===== src/rtl/ioc3_pkg.sv =====
// shared types and constants of the 3x3 outline filter
// no dependencies; used by every file of the block
package ioc3_pkg;

    // payload and configuration widths
    localparam int ColorW     = 24;
    localparam int WidthRegW  = 11;
    localparam int HeightRegW = 13;
    localparam int CfgIdxW    = 2;
    localparam int CfgDataW   = 24;

    // default frame limits
    localparam int DefMaxWidth  = 1024;
    localparam int DefMaxHeight = 4096;

    // configuration register indexes
    typedef enum logic [CfgIdxW-1:0] {
        CFG_IMAGE_WIDTH  = 2'd0,
        CFG_IMAGE_HEIGHT = 2'd1,
        CFG_BACKGROUND   = 2'd2,
        CFG_CONTOUR      = 2'd3
    } t_cfg_idx;

    // request codes
    localparam logic REQ_PIXEL = 1'b0;
    localparam logic REQ_DRAIN = 1'b1;

    // register reset values
    localparam logic [WidthRegW-1:0]  RstWidth      = 11'd16;
    localparam logic [HeightRegW-1:0] RstHeight     = 13'd16;
    localparam logic [ColorW-1:0]     RstBackground = 24'hFF00FF;
    localparam logic [ColorW-1:0]     RstContour    = 24'h000000;

    // position flags of one beat, from the counter stage to the window stage
    typedef struct packed {
        logic emit;
        logic ok_row_up;
        logic ok_row_dn;
        logic ok_col_lf;
        logic ok_col_rt;
        logic last;
    } t_pos_flags;

endpackage


===== src/rtl/ioc3_window.sv =====
// 3x3 pixel window and the outline decision on the window after its shift
// depends on ioc3_pkg
module ioc3_window (
    input  logic                          i_clk,
    input  logic                          i_rst_n,
    input  logic                          i_adv,
    input  logic [ioc3_pkg::ColorW-1:0]   i_top,
    input  logic [ioc3_pkg::ColorW-1:0]   i_mid,
    input  logic [ioc3_pkg::ColorW-1:0]   i_data,
    input  ioc3_pkg::t_pos_flags          i_flags,
    input  logic [ioc3_pkg::ColorW-1:0]   i_background,
    input  logic [ioc3_pkg::ColorW-1:0]   i_contour,
    output logic [ioc3_pkg::ColorW-1:0]   o_pixel,
    output logic                          o_draw
);

    logic [ioc3_pkg::ColorW-1:0] r_win [9];
    logic [ioc3_pkg::ColorW-1:0] n_win [9];
    logic [2:0]                  ok_row;
    logic [2:0]                  ok_col;
    logic [8:0]                  hit;
    logic [ioc3_pkg::ColorW-1:0] center;

    // shift one column left and take the new right column
    always_comb begin
        for (int r = 0; r < 3; r++) begin
            n_win[r*3]     = r_win[r*3+1];
            n_win[r*3 + 1] = r_win[r*3+2];
        end
        n_win[2] = i_top;
        n_win[5] = i_mid;
        n_win[8] = i_data;
    end

    always_ff @(posedge i_clk) begin
        if (!i_rst_n) begin
            for (int k = 0; k < 9; k++) begin
                r_win[k] <= '0;
            end
        end else if (i_adv) begin
            for (int k = 0; k < 9; k++) begin
                r_win[k] <= n_win[k];
            end
        end
    end

    // neighbors inside the frame that carry a foreground color
    assign ok_row = {i_flags.ok_row_dn, 1'b1, i_flags.ok_row_up};
    assign ok_col = {i_flags.ok_col_rt, 1'b1, i_flags.ok_col_lf};
    assign center = n_win[4];

    always_comb begin
        for (int r = 0; r < 3; r++) begin
            for (int c = 0; c < 3; c++) begin
                hit[r*3 + c] = ok_row[r] && ok_col[c] && !(r == 1 && c == 1)
                               && (n_win[r*3 + c] != i_background)
                               && (n_win[r*3 + c] != i_contour);
            end
        end
    end

    assign o_draw  = (center == i_background) && (|hit);
    assign o_pixel = o_draw ? i_contour : center;

endmodule


===== config.mk =====
export PLATFORM = sky130hd
export DESIGN_NAME = ioc3_window
export DESIGN_NICKNAME = d
export VERILOG_FILES = /design/src/rtl/ioc3_pkg.sv /design/src/rtl/ioc3_window.sv
export SDC_FILE = /design/constraint.sdc
export NUM_CORES = 1
export LEC_CHECK = 0
export ABC_AREA = 1
export BUFFER_PORTS_ARGS = -buffer_cell sky130_fd_sc_hd__clkbuf_2
export CORE_ASPECT_RATIO = 2
export CORE_MARGIN = 4
export CORE_UTILIZATION = 30
export CTS_BUF_LIST = sky130_fd_sc_hd__clkbuf_4
export DETAILED_ROUTE_END_ITERATION = 8
export GPL_TIMING_DRIVEN = 0
export HOLD_SLACK_MARGIN = 0.06
export PLACE_DENSITY = 0.49
export SYNTH_ARGS = -nofsm -noshare
export SYNTH_HDL_FRONTEND = slang
export SYNTH_SLANG_ARGS = --single-unit

===== constraint.sdc =====
create_clock -name i_clk -period 8.7 [get_ports i_clk]
set_input_delay 0.435 -clock i_clk [delete_from_list [all_inputs] [get_ports i_clk]]
set_output_delay 0.435 -clock i_clk [all_outputs]
set_load 0.005 [all_outputs]

==> flow_metrics.env <==
export IMPL_status="complete, no violations"
export IMPL_synth_net_count=1949
export IMPL_hold_viol=0
export IMPL_vias=11200
export IMPL_slew_violations=0
export IMPL_portBuffers=103
export IMPL_r2r_end="r_win[4][1]$_SDFFCE_PN0P_"
export IMPL_synth_cells=1820
export IMPL_fillCellCount=4362
export IMPL_min_period_over_period_pct=44.0
export IMPL_row_count=103
export IMPL_setup_violations=0
export IMPL_grt_pass1_vias=11100
export IMPL_hold_path_class="in -> reg"
export IMPL_critPathRequiredTime_ns=8.27
export IMPL_post_route_util_pct=34.3
export IMPL_cts_setup_buffers=0
export IMPL_clock_path_buffers=2
export IMPL_synth_seq_cells=144
export IMPL_whs_ns=0.130
export IMPL_cp_data_arrival_time_ns=3.39
export IMPL_clk_pin_slew_ns=0.16
export IMPL_gp_congestion=0.890
export IMPL_pwr_share_clk_pct=25.6
export IMPL_initial_core_util_pct=30.5
export IMPL_pwr_share_comb_pct=25.9
export IMPL_yosysTopAreaCell="edfxtp_1"
export IMPL_switching_share_pct=36.1
export IMPL_crit_slowest_cell="nor3_4"
export IMPL_slowest_delay_ns=0.52
export IMPL_root_buffer="clkbuf_4"
export IMPL_ys_top_cells_by_area="edfxtp_1, nand2_1, xor2_1"
export IMPL_yosys_warnings=0
export IMPL_power_net_switching_mw=0.642
export IMPL_die_w_microns=150
export IMPL_ys_async_sr_fraction_pct=0
export IMPL_crit_path_cell_trace="inv_1 > nand2_1 > nand4_1 > nor4_1 > nand2_1 > nor3_4 > nand2_4 > buf_6 > nand2_1 > nand2_1 > clkbuf_2"
export IMPL_min_period_ns=3.83
export IMPL_postCtsResizedCells=0
export IMPL_worst_path_most_repeated_cell="nand2_1"
export IMPL_drtPass1Iterations=5
export IMPL_ys_flop_type="edfxtp_1"
export IMPL_r2r_start="r_win[5][1]$_SDFFCE_PN0P_"
export IMPL_core_area_sq_um=39600
export IMPL_nNetsFinal=2073
export IMPL_numCtsBuffers=17
export IMPL_drc=0
export IMPL_worstMarginPinSlew_ns=1.18
export IMPL_slew_headroom_pct=21.1
export IMPL_synth_avg_cell_area_sq_um=6.63
export IMPL_clock_sinks=144
export IMPL_drt_iter0_markers=613
export IMPL_power_total_mw=1.78
export IMPL_leakagePower_nw=7.01
export IMPL_num_io_pins=154
export IMPL_synth_edff_count=144
export IMPL_cp_endpoint="o_pixel[7]"
export IMPL_antenna_found_initial=1
export IMPL_synthDistinctLibCells=20
export IMPL_clk_latency_ns=0.63
export IMPL_crit_type="reg -> out"
export IMPL_wirelength_microns=45300
export IMPL_yosysMostFrequentCell="nand2_1"
export IMPL_irDropWorstVdd_mv=0.0737
export IMPL_start_kind="flop"
export IMPL_maxCapViolations=0
export IMPL_synth_yosys_seq_area_share_pct=35.8
export IMPL_yosysTopAreaCellShare_pct=35.8
export IMPL_grt_max_degree=64
export IMPL_die_y_microns=292
export IMPL_vias_per_cell=4.52
export IMPL_cts_hold_buf=0
export IMPL_fin_worst_skew_ns=0.0257
export IMPL_ctsHtreeMaxLevel=4
export IMPL_areaGrowthSynthToFinish_pct=12.5
export IMPL_grt_usage_pct=20.5
export IMPL_rsz0062_at_grt="no"
export IMPL_endpoint_kind="output port"
export IMPL_grt_first_pass_wirelength_microns=65900
export IMPL_largest_reg_flops=144
export IMPL_cp_max_fo=10
export IMPL_synth_commonest_cells="nand2_1, nor2_1, xor2_1"
export IMPL_pwr_share_seq_pct=48.6
export IMPL_crit_start="r_win[5][19]$_SDFFCE_PN0P_"
export IMPL_fin_setup_tns_ns=0
export IMPL_regMostFlops="r_win"
export IMPL_top_regs="r_win x144"
export IMPL_cts_tree="yes"
export IMPL_hpwlAfterDp_microns=35900
export IMPL_p_int_mw=1.14
export IMPL_rrSetupSlack_ns=7.76
export IMPL_grt_overflow=0
export IMPL_drive_gt1_share_pct=12.5
export IMPL_post_drt_wl_per_cell_microns=18.2
export IMPL_ant_nets=0
export IMPL_ff2ff_path_depth=2
export IMPL_syn_cell_area_sq_um=12100
export IMPL_die_area_sq_um=43700
export IMPL_fmax_mhz=261
export IMPL_p_per_area_nw_per_um2=131
[through the flow]
step,instance area [sq um],cells,setup slack [ns]
2_1_floorplan,12100,1820,4.69
3_3_place_gp,13200,2448,2.45
3_5_place_dp,13300,2450,5.30
4_1_cts,13600,2482,4.77
5_1_grt,13600,2483,4.72
6_report,13600,2483,4.87
[critical path, delay by kind of cell, from the launching register on]
| kind | cells | cell delay [ns] |
|---|---|---|
| AND/OR/NAND/NOR | 8 | 1.89 |
| flip-flops | 1 | 0.43 |
| buffers and inverters | 3 | 0.43 |
[routing by layer]
layer / part of all wire (%) / vias up / GRT usage (%)
met5: 0 / - / 0
met4: 5.3 / 0 / 10.5
met3: 3.5 / 70 / 3.01
met2: 55 / 278 / 39.9
met1: 36 / 5198 / 20.5
li1: - / 5669 / -
[cells by family (layout without fill, tap and decap cells)]
| logic type | after synthesis | count (layout) | share of synthesized area [%] |
|---|---|---|---|
| compound gates | 14 | 14 | 0.581 |
| xor+xnor | 220 | 220 | 16.0 |
| buf+inv | 312 | 449 | 11.6 |
| flops | 144 | 144 | 35.8 |
| other cells | 0 | 1 | 0 |
| simple gates | 1130 | 1130 | 36.1 |
[cell type report]
| class | instances | area [sq um] | share of cell area, % |
|---|---|---|---|
| Multi-Input combinational cell | 1364 | 6360 | 46.8 |
| Timing Repair Buffer | 105 | 563 | 4.15 |
| Inverter | 243 | 920 | 6.78 |
| Antenna cell | 1 | 2.50 | 0.0184 |
| Buffer | 69 | 474 | 3.49 |
| Clock buffer | 19 | 143 | 1.05 |
| Tap cell | 525 | 657 | 4.84 |
| Sequential cell | 144 | 4320 | 31.9 |
| Clock inverter | 13 | 133 | 0.977 |
[cell usage in the layout (no fill, tap or decap)]
cell        synthesis  layout
buf_2               4       4
buf_4              44      44
nor4_1              1       1
clkinv_2            0       1
a21oi_1            14      14
inv_2              45      45
buf_6               6       6
diode_2             0       1
nor2_1            373     373
nand4_1             7       7
inv_1             196     196
nand2_4             1       2
clkinvlp_4          0       3
nor3_4              1       1
xor2_1            204     204
edfxtp_1          144     144
buf_12              0       1
clkbuf_1           15      15
xnor2_1            16      16
clkbuf_2            0     103
clkbuf_4            0      19
nand2_1           694     693
nand2_2             3       3
buf_16              0       1
nand3_1            50      50
bufinv_16           0       1
inv_8               0       2
inv_4               1       1
clkinv_4            0       5
inv_6               1       2
[worst min-delay path by stage]
stage | start | endpoint | slack (ns) | cells after the start
5_1_grt | i_mid[1] | r_win[5][1]$_SDFFCE_PN0P_ | 0.11 | 3
4_1_cts | i_mid[6] | r_win[5][6]$_SDFFCE_PN0P_ | 0.08 | 3
3_5_place_dp | r_win[5][7]$_SDFFCE_PN0P_ | r_win[4][7]$_SDFFCE_PN0P_ | 0.62 | 2
3_3_place_gp | r_win[8][15]$_SDFFCE_PN0P_ | r_win[7][15]$_SDFFCE_PN0P_ | 0.61 | 2
6_report | i_mid[6] | r_win[5][6]$_SDFFCE_PN0P_ | 0.13 | 3
2_1_floorplan | r_win[5][13]$_SDFFCE_PN0P_ | r_win[4][13]$_SDFFCE_PN0P_ | 0.58 | 2
[power groups by stage]
stage	combinational, mW	sequential [mW]	clock (mW)
floorplan	0.308	0.872	0
global placement	0.455	0.885	0
detailed placement	0.464	0.879	0
CTS	0.466	0.863	0.463
global route	0.517	0.870	0.488
finish	0.460	0.863	0.455
No activity file was read; power rests on OpenSTA's default activity.
